### config.mk
export PLATFORM = sky130hd
export DESIGN_NAME = weighted_random_index_select
export DESIGN_NICKNAME = d
export VERILOG_FILES = /design/src/design/wris_pkg.sv /design/src/design/wris_div.sv /design/src/design/weighted_random_index_select.sv
export SDC_FILE = /design/constraint.sdc
export NUM_CORES = 2
export LEC_CHECK = 0
export BUFFER_PORTS_ARGS = -buffer_cell sky130_fd_sc_hd__buf_4
export CORE_ASPECT_RATIO = 0.9
export CORE_MARGIN = 4
export CORE_UTILIZATION = 50
export CTS_CLUSTER_SIZE = 10
export DETAILED_ROUTE_END_ITERATION = 8
export PLACE_DENSITY = 0.71
export SYNTH_ARGS = -nofsm -noshare
export SYNTH_HDL_FRONTEND = slang
export SYNTH_SLANG_ARGS = --single-unit
### constraint.sdc
create_clock -name i_clk -period 14.1 [get_ports i_clk]
set_input_delay 0.705 -clock i_clk [delete_from_list [all_inputs] [get_ports i_clk]]
set_output_delay 0.705 -clock i_clk [all_outputs]
set_load 0.01 [all_outputs]
### src/design/wris_pkg.sv
`timescale 1ns / 1ps
`default_nettype none
// ----------------------------------------------------------------------------
// wris_pkg
// shared types and codes of the weighted random index selector
// ----------------------------------------------------------------------------
package wris_pkg;

    // fixed field widths
    localparam int TOTAL_W = 22;
    localparam int INDEX_W = 7;

    // configuration register indexes
    localparam logic [1:0] CFG_MODE    = 2'd0;
    localparam logic [1:0] CFG_ENTRIES = 2'd1;
    localparam logic [1:0] CFG_TOTAL   = 2'd2;

    // selection modes
    localparam logic [1:0] MODE_PLAIN = 2'd0;
    localparam logic [1:0] MODE_CUM   = 2'd1;
    localparam logic [1:0] MODE_MAP   = 2'd2;

    // commands
    localparam logic CMD_LOAD = 1'b0;
    localparam logic CMD_DRAW = 1'b1;

    // remainder unit result
    typedef struct packed {
        logic               done;
        logic [TOTAL_W-1:0] rem;
    } t_div_res;

endpackage
`default_nettype wire

### src/design/wris_div.sv
`timescale 1ns / 1ps
`default_nettype none
// ----------------------------------------------------------------------------
// wris_div
// bit-serial restoring remainder of the random word by the configured total
// ----------------------------------------------------------------------------
module wris_div
    import wris_pkg::*;
#(
    parameter int RANDOM_BITS = 31
) (
    input  wire logic                   i_clk,
    input  wire logic                   i_rst_n,
    input  wire logic                   i_start,
    input  wire logic [RANDOM_BITS-1:0] i_word,
    input  wire logic [TOTAL_W-1:0]     i_total,
    output t_div_res                    o_res
);

    localparam int CNT_W = $clog2(RANDOM_BITS + 1);

    logic                   r_busy;
    logic                   r_done;
    logic [CNT_W-1:0]       r_cnt;
    logic [RANDOM_BITS-1:0] r_word;
    logic [TOTAL_W-1:0]     r_rem;
    logic [TOTAL_W:0]       w_shift;
    logic [TOTAL_W:0]       w_diff;

    assign w_shift = {r_rem, r_word[RANDOM_BITS-1]};
    assign w_diff  = w_shift - {1'b0, i_total};

    always_ff @(posedge i_clk) begin
        if (!i_rst_n) begin
            r_busy <= 1'b0;
            r_done <= 1'b0;
            r_cnt  <= '0;
        end else begin
            r_done <= 1'b0;
            if (i_start) begin
                r_busy <= 1'b1;
                r_cnt  <= CNT_W'(RANDOM_BITS);
            end else if (r_busy) begin
                r_cnt <= r_cnt - 1'b1;
                if (r_cnt == CNT_W'(1)) begin
                    r_busy <= 1'b0;
                    r_done <= 1'b1;
                end
            end
        end
    end

    // one quotient bit per cycle
    always_ff @(posedge i_clk) begin
        if (i_start) begin
            r_word <= i_word;
            r_rem  <= '0;
        end else if (r_busy) begin
            r_word <= r_word << 1;
            if (w_shift >= {1'b0, i_total}) begin
                r_rem <= w_diff[TOTAL_W-1:0];
            end else begin
                r_rem <= w_shift[TOTAL_W-1:0];
            end
        end
    end

    assign o_res.done = r_done;
    assign o_res.rem  = r_rem;

endmodule
`default_nettype wire

### src/design/weighted_random_index_select.sv
`timescale 1ns / 1ps
`default_nettype none
// ----------------------------------------------------------------------------
// weighted_random_index_select
// roulette wheel selection, or a direct lookup in map mode, over a table held in one synchronous memory
// ----------------------------------------------------------------------------
// usage
//   input beats arrive on the s channel; tuser carries the command
//   a load beat writes one table entry and gives no output beat
//   a draw beat reduces random_word modulo weight_total and gives one output
//   beat with chosen_index and range_error on the m channel
//   mode 0 scans plain weights with a running sum, mode 1 scans cumulative
//   weights, mode 2 reads the table at the reduced value directly
// draw sequence
//   a draw runs the bit-serial remainder unit, then issues one memory read
//   per scanned entry (at most one read in map mode); the s channel takes no
//   beat, load or draw, until the result has entered the output register
// reset
//   synchronous active low; mode 0, entries_in_use 0, weight_total 1, no
//   output pending; table contents are undefined until loaded
// stall
//   the output register holds a finished beat while m tready is low; the
//   block keeps taking loads and starts the next draw meanwhile, and waits
//   only before handing over its next result
// ----------------------------------------------------------------------------
module weighted_random_index_select
    import wris_pkg::*;
#(
    parameter int TABLE_DEPTH = 64,
    parameter int ENTRY_BITS  = 16,
    parameter int RANDOM_BITS = 31
) (
    input  wire logic         i_clk,
    input  wire logic         i_rst_n,
    // configuration writes
    input  wire logic         i_cfg_we,
    input  wire logic [1:0]   i_cfg_addr,
    input  wire logic [21:0]  i_cfg_wdata,
    // input beats
    input  wire logic         i_s_tvalid,
    output logic              o_s_tready,
    input  wire logic [55:0]  i_s_tdata,   // slot[5:0], entry_value[21:6], random_word[52:22]
    input  wire logic         i_s_tuser,   // cmd
    // result beats
    output logic              o_m_tvalid,
    input  wire logic         i_m_tready,
    output logic [7:0]        o_m_tdata    // chosen_index[6:0], range_error[7]
);

    localparam int AW   = (TABLE_DEPTH > 1) ? $clog2(TABLE_DEPTH) : 1;
    localparam int NW   = $clog2(TABLE_DEPTH + 1);
    localparam int SUMW = ENTRY_BITS + AW;
    localparam int CW   = (SUMW > RANDOM_BITS) ? SUMW : RANDOM_BITS;

    localparam logic [2:0] S_IDLE = 3'd0;
    localparam logic [2:0] S_DIV  = 3'd1;
    localparam logic [2:0] S_SCAN = 3'd2;
    localparam logic [2:0] S_MAP  = 3'd3;
    localparam logic [2:0] S_OUT  = 3'd4;

    // table memory
    logic [ENTRY_BITS-1:0] mem [TABLE_DEPTH];
    logic [ENTRY_BITS-1:0] r_rdata;

    // control and configuration
    logic [2:0]             r_state, n_state;
    logic [1:0]             r_mode;
    logic [6:0]             r_entries;
    logic [TOTAL_W-1:0]     r_total;

    // draw datapath
    logic [RANDOM_BITS-1:0] r_word, n_word;
    logic [RANDOM_BITS-1:0] r_r, n_r;
    logic [SUMW-1:0]        r_sum, n_sum;
    logic [NW-1:0]          r_cnt, n_cnt;
    logic [NW-1:0]          r_didx, n_didx;
    logic                   r_dv, n_dv;
    logic [INDEX_W-1:0]     r_res_idx, n_res_idx;
    logic                   r_res_err, n_res_err;

    // output register
    logic                   r_ovalid, n_ovalid;
    logic [7:0]             r_odata, n_odata;

    // combinational helpers
    logic                   w_accept;
    logic [5:0]             w_slot;
    logic [15:0]            w_value;
    logic [30:0]            w_rword;
    logic                   w_we;
    logic [AW-1:0]          w_waddr;
    logic                   w_re;
    logic [AW-1:0]          w_raddr;
    logic                   w_start;
    logic [RANDOM_BITS-1:0] w_rfin;
    logic [NW-1:0]          w_n;
    logic [SUMW-1:0]        w_sum_nx;
    logic                   w_hit;
    t_div_res               w_div;

    assign w_accept = i_s_tvalid && o_s_tready;
    assign w_slot   = i_s_tdata[5:0];
    assign w_value  = i_s_tdata[21:6];
    assign w_rword  = i_s_tdata[52:22];
    assign w_waddr  = AW'(w_slot);
    assign w_we     = w_accept && (i_s_tuser == CMD_LOAD) && (32'(w_slot) < TABLE_DEPTH);

    assign o_s_tready = (r_state == S_IDLE);
    assign o_m_tvalid = r_ovalid;
    assign o_m_tdata  = r_odata;

    // scan count saturates at the table depth
    assign w_n = (32'(r_entries) > TABLE_DEPTH) ? NW'(TABLE_DEPTH) : NW'(r_entries);

    // zero total leaves the word unreduced
    assign w_rfin = (r_total == '0) ? r_word : RANDOM_BITS'(w_div.rem);

    assign w_sum_nx = r_sum + SUMW'(r_rdata);
    assign w_hit    = (r_mode == MODE_CUM) ? (CW'(r_rdata) > CW'(r_r))
                                           : (CW'(w_sum_nx) > CW'(r_r));

    wris_div #(
        .RANDOM_BITS (RANDOM_BITS)
    ) u_div (
        .i_clk   (i_clk),
        .i_rst_n (i_rst_n),
        .i_start (w_start),
        .i_word  (RANDOM_BITS'(w_rword)),
        .i_total (r_total),
        .o_res   (w_div)
    );

    // table memory, synchronous write and registered read
    always_ff @(posedge i_clk) begin
        if (w_we) begin
            mem[w_waddr] <= ENTRY_BITS'(w_value);
        end
        if (w_re) begin
            r_rdata <= mem[w_raddr];
        end
    end

    always_comb begin
        n_state   = r_state;
        n_word    = r_word;
        n_r       = r_r;
        n_sum     = r_sum;
        n_cnt     = r_cnt;
        n_didx    = r_didx;
        n_dv      = r_dv;
        n_res_idx = r_res_idx;
        n_res_err = r_res_err;
        n_ovalid  = r_ovalid;
        n_odata   = r_odata;
        w_re      = 1'b0;
        w_raddr   = r_cnt[AW-1:0];
        w_start   = 1'b0;

        // downstream took the held beat
        if (r_ovalid && i_m_tready) begin
            n_ovalid = 1'b0;
        end

        unique case (r_state)
            S_IDLE: begin
                if (w_accept && (i_s_tuser == CMD_DRAW)) begin
                    n_word  = RANDOM_BITS'(w_rword);
                    w_start = 1'b1;
                    n_state = S_DIV;
                end
            end
            S_DIV: begin
                if (w_div.done) begin
                    n_r   = w_rfin;
                    n_sum = '0;
                    n_cnt = '0;
                    n_dv  = 1'b0;
                    if (r_mode == MODE_MAP) begin
                        if (w_rfin < RANDOM_BITS'(TABLE_DEPTH)) begin
                            w_re    = 1'b1;
                            w_raddr = w_rfin[AW-1:0];
                            n_state = S_MAP;
                        end else begin
                            n_res_idx = '0;
                            n_res_err = 1'b1;
                            n_state   = S_OUT;
                        end
                    end else begin
                        n_state = S_SCAN;
                    end
                end
            end
            S_SCAN: begin
                // one read issued per cycle, data of the previous read checked
                if (r_dv) begin
                    n_sum = w_sum_nx;
                end
                priority if (r_dv && w_hit) begin
                    n_res_idx = INDEX_W'(r_didx);
                    n_res_err = 1'b0;
                    n_dv      = 1'b0;
                    n_state   = S_OUT;
                end else if (!r_dv && (r_cnt == w_n)) begin
                    n_res_idx = INDEX_W'(w_n);
                    n_res_err = 1'b0;
                    n_state   = S_OUT;
                end else if (r_cnt != w_n) begin
                    w_re    = 1'b1;
                    w_raddr = r_cnt[AW-1:0];
                    n_dv    = 1'b1;
                    n_didx  = r_cnt;
                    n_cnt   = r_cnt + 1'b1;
                end else begin
                    n_dv = 1'b0;
                end
            end
            S_MAP: begin
                n_res_idx = INDEX_W'(r_rdata);
                n_res_err = 1'b0;
                n_state   = S_OUT;
            end
            S_OUT: begin
                if (!r_ovalid || i_m_tready) begin
                    n_ovalid = 1'b1;
                    n_odata  = {r_res_err, r_res_idx};
                    n_state  = S_IDLE;
                end
            end
            default: begin
                n_state = S_IDLE;
            end
        endcase
    end

    // control registers
    always_ff @(posedge i_clk) begin
        if (!i_rst_n) begin
            r_state   <= S_IDLE;
            r_ovalid  <= 1'b0;
            r_dv      <= 1'b0;
            r_mode    <= MODE_PLAIN;
            r_entries <= '0;
            r_total   <= TOTAL_W'(1);
        end else begin
            r_state  <= n_state;
            r_ovalid <= n_ovalid;
            r_dv     <= n_dv;
            if (i_cfg_we) begin
                unique case (i_cfg_addr)
                    CFG_MODE:    r_mode    <= i_cfg_wdata[1:0];
                    CFG_ENTRIES: r_entries <= i_cfg_wdata[6:0];
                    CFG_TOTAL:   r_total   <= i_cfg_wdata;
                    default:     ;
                endcase
            end
        end
    end

    // payload registers
    always_ff @(posedge i_clk) begin
        r_word    <= n_word;
        r_r       <= n_r;
        r_sum     <= n_sum;
        r_cnt     <= n_cnt;
        r_didx    <= n_didx;
        r_res_idx <= n_res_idx;
        r_res_err <= n_res_err;
        r_odata   <= n_odata;
    end

endmodule
`default_nettype wire

==> metrics.md <==
| Metric | Value |
|---|---|
| Placer congestion estimate | 0.8879 |
| Distinct cell type count after synthesis | 70 |
| First-pass GRT wire length | 199.9 mm |
| IO buf count | 92 |
| Synth Area per Inst | 12.79 µm² |
| Max Slew Vio Count | 0 |
| WL per Instance | 23.87 µm |
| Initial antenna violation count | 7 |
| Worst slew pin tran | 1257 ps |
| Fin Clk Skew | 30.31 ps |
| Die height | 315.1 µm |
| Max Buffers Root-to-Sink | 3 |
| CTS tree | done |
| Die Area | 0.1100 mm² |
| H-tree Lvls | 4 |
| Routed Antenna Nets | 0 |
| Most common cell after layout, fill and taps aside | edfxtp_1 |
| EDFF count, synth | 1185 |
| Die Width | 349.2 µm |
| Final Setup Violations | 0 |
| Post-CTS resize count | 0 |
| Yosys warns | 0 |
| Most frequent cells in the layout | edfxtp_1, nand2_1, nand3_1, a21oi_1, buf_4 |
| Pre-antenna DRT Iters | 5 |
| Tcrit/Tclk final | 0.5199 |
| Clk root buf | clkbuf_16 |
| Register area share after synthesis | 0.7040 |
| Core ar. | 0.1038 mm² |
| Row count | 112 |
| Filler Cells Inserted | 8134 |
| Worst-path clk slew | 60 ps |
| Number of hold violations in the final report | 0 |
| Hold-fix buffers, CTS | 0 |
| Post-route minimum period | 7331 ps |
| CTS Sinks | 1250 |
| Vias in the first global route | 32150 |
| Layout Nets | 4392 |
| Final setup TNS | 0 ps |
| Slew margin rel. | 0.1594 |
| Critical-path maximum fanout | 119 |
| Total number of vias | 33590 |
| Leakage | 20.99 nW |
| Power density cells | 142.6 mW/mm² |
| HP Class | in2reg |
| Instance count of the mapped netlist | 4095 |
| Largest net degree at the start of global routing | 150 |
| Worst skew pair latency | 750 ps |
| Synth async-reset ratio | 0 |
| Critical path class | reg2reg |
| Flops & latches, synth | 1250 |
| Max Cap Viol | 0 |
| Synth Cell Area | 0.05239 mm² |
| Setup ws final | 6769 ps |
| Ports | 96 |
| RSZ-0062 raised after global routing | false |
| WP data required | 14530 ps |
| VDD IR-drop max | 0.1282 mV |
| Detailed Route Iter0 Violations | 4222 |
| Final wirelength | 134.4 mm |
| Initial Util | 0.5046 |
| Data arrival time of the critical path | 7760 ps |
| Prevailing post-synth register cell | edfxtp_1 |
| Vias per cell | 5.967 |
| Synthesis-to-finish area growth | 12.23% |
| Syn_nets | 4262 |
| Dpl ws | 6904 ps |
| Worst Setup Start Kind | flop |
| Total Routing Usage GR | 0.2426 |
| HPWL after DPL | 80.20 mm |
| Critical Path Sink Type | flop |
| Run status | complete, no violations |
| Overflow after GRT | 0 |
| CTS Buf Count | 145 |
| Max Clock Freq | 0.1364 GHz |
| Postcts setup bufs | 0 |
| Layout cell share with drive strength beyond 1 | 0.09845 |
| Residual DRC count | 0 |
==> power by group <==
part	switching (W)	internal [W]	leakage (nW)
clock network	0.00139	0.00188	1.93
logic	0.000538	0.000347	7.84
registers	0.0000890	0.00415	11.2
total	0.00201	0.00637	21.0
==> state kept, by name, summed over array words and instances (netlist names) <==
register,cells
mem,1024
r_r,31
r_word,31
u_div.r_word,31
r_sum,22
r_total,22
u_div.r_rem,22
r_rdata,16
o_m_tdata,8
r_cnt,7
r_didx,7
r_entries,7
r_res_idx,7
u_div.r_cnt,5
r_state,3
r_mode,2
o_m_tvalid,1
r_dv,1
r_res_err,1
u_div.r_busy,1
u_div.r_done,1
==> cell usage after synthesis, types with 49 or more instances <==
master,n,area [µm²]
edfxtp_1,1185,35580
nand2_1,929,3487
nand3_1,308,1541
a21oi_1,233,1166
mux2i_1,177,1772
nor2_1,138,518.0
clkbuf_1,137,514.2
ha_1,79,988.5
o22ai_1,78,488.0
inv_1,72,270.3
dfxtp_1,65,1301
o21ai_0,62,310.3
nor4_1,49,306.5
==> cells by family after synthesis <==
| logic type | synth area share |
|---|---|
| buffers and inverters | 0.02228 |
| muxes | 0.03897 |
| xor gates and xnor gates | 0.007689 |
| and+or+nand+nor | 0.1434 |
| adders and majority gates | 0.01963 |
| DFF | 0.7040 |
| AOI/OAI and AO/OA | 0.06402 |
==> path summary, 6_finish.rpt <==
path / start / to / slack, ps / cells past startpoint
worst max register to register: r_total[16] / r_rdata[7] / 6770 / 14
worst min-delay path: i_s_tdata[40] / r_word[18] / 150 / 1
worst max-delay path: r_total[16] / r_rdata[7] / 6770 / 14
worst min register to register: r_res_idx[5] / o_m_tdata[5] / 420 / 0
==> final cells by class <==
cell class	count	area (µm²)	share of cell area
diodes	5	12.51	0.0002128
well taps	1368	1712	0.02911
multi-input cells	2560	14470	0.2461
clock buffers	162	3734	0.06349
inverters	74	277.8	0.004724
flip-flops and latches	1250	36890	0.6273
clock inverters	16	216.5	0.003681
repair buffers	194	1494	0.02541
==> stage by stage <==
stage,total power (W),instance area [µm²],hold slack [ps],std cells,util
2_1_floorplan,0.004893,52390,400.3,4095,-
3_3_place_gp,0.005154,54840,400.9,5446,0.5281
3_5_place_dp,0.005174,54840,404.5,5446,0.5281
4_1_cts,0.008412,58790,108.1,5624,0.5662
5_1_grt,0.008680,58790,120.6,5624,0.5662
6_report,0.008384,58800,154.6,5629,0.5663
==> routing by layer <==
metal | GRT usage | vias up | part of all wire
met1 | 0.3405 | 16530 | 0.41
met3 | 0.05259 | 265 | 0.099
met4 | 0.08716 | 0 | 0.033
li1 | - | 15280 | -
met2 | 0.3767 | 1518 | 0.46
met5 | 0 | - | 0
==> critical path, cell delays in order, from the launching register on <==
cell      delay, ps
dfxtp_1         320
nor4_1          550
nand4_1         580
or4_1           800
a211oi_4        230
buf_4           510
mux2i_4         310
buf_4           490
buf_12          590
buf_4           810
mux2i_1         270
o22ai_1         160
a211oi_1        310
nand3_1         190
or4_1           690
Note: power is estimated with default switching activity, not from simulation.
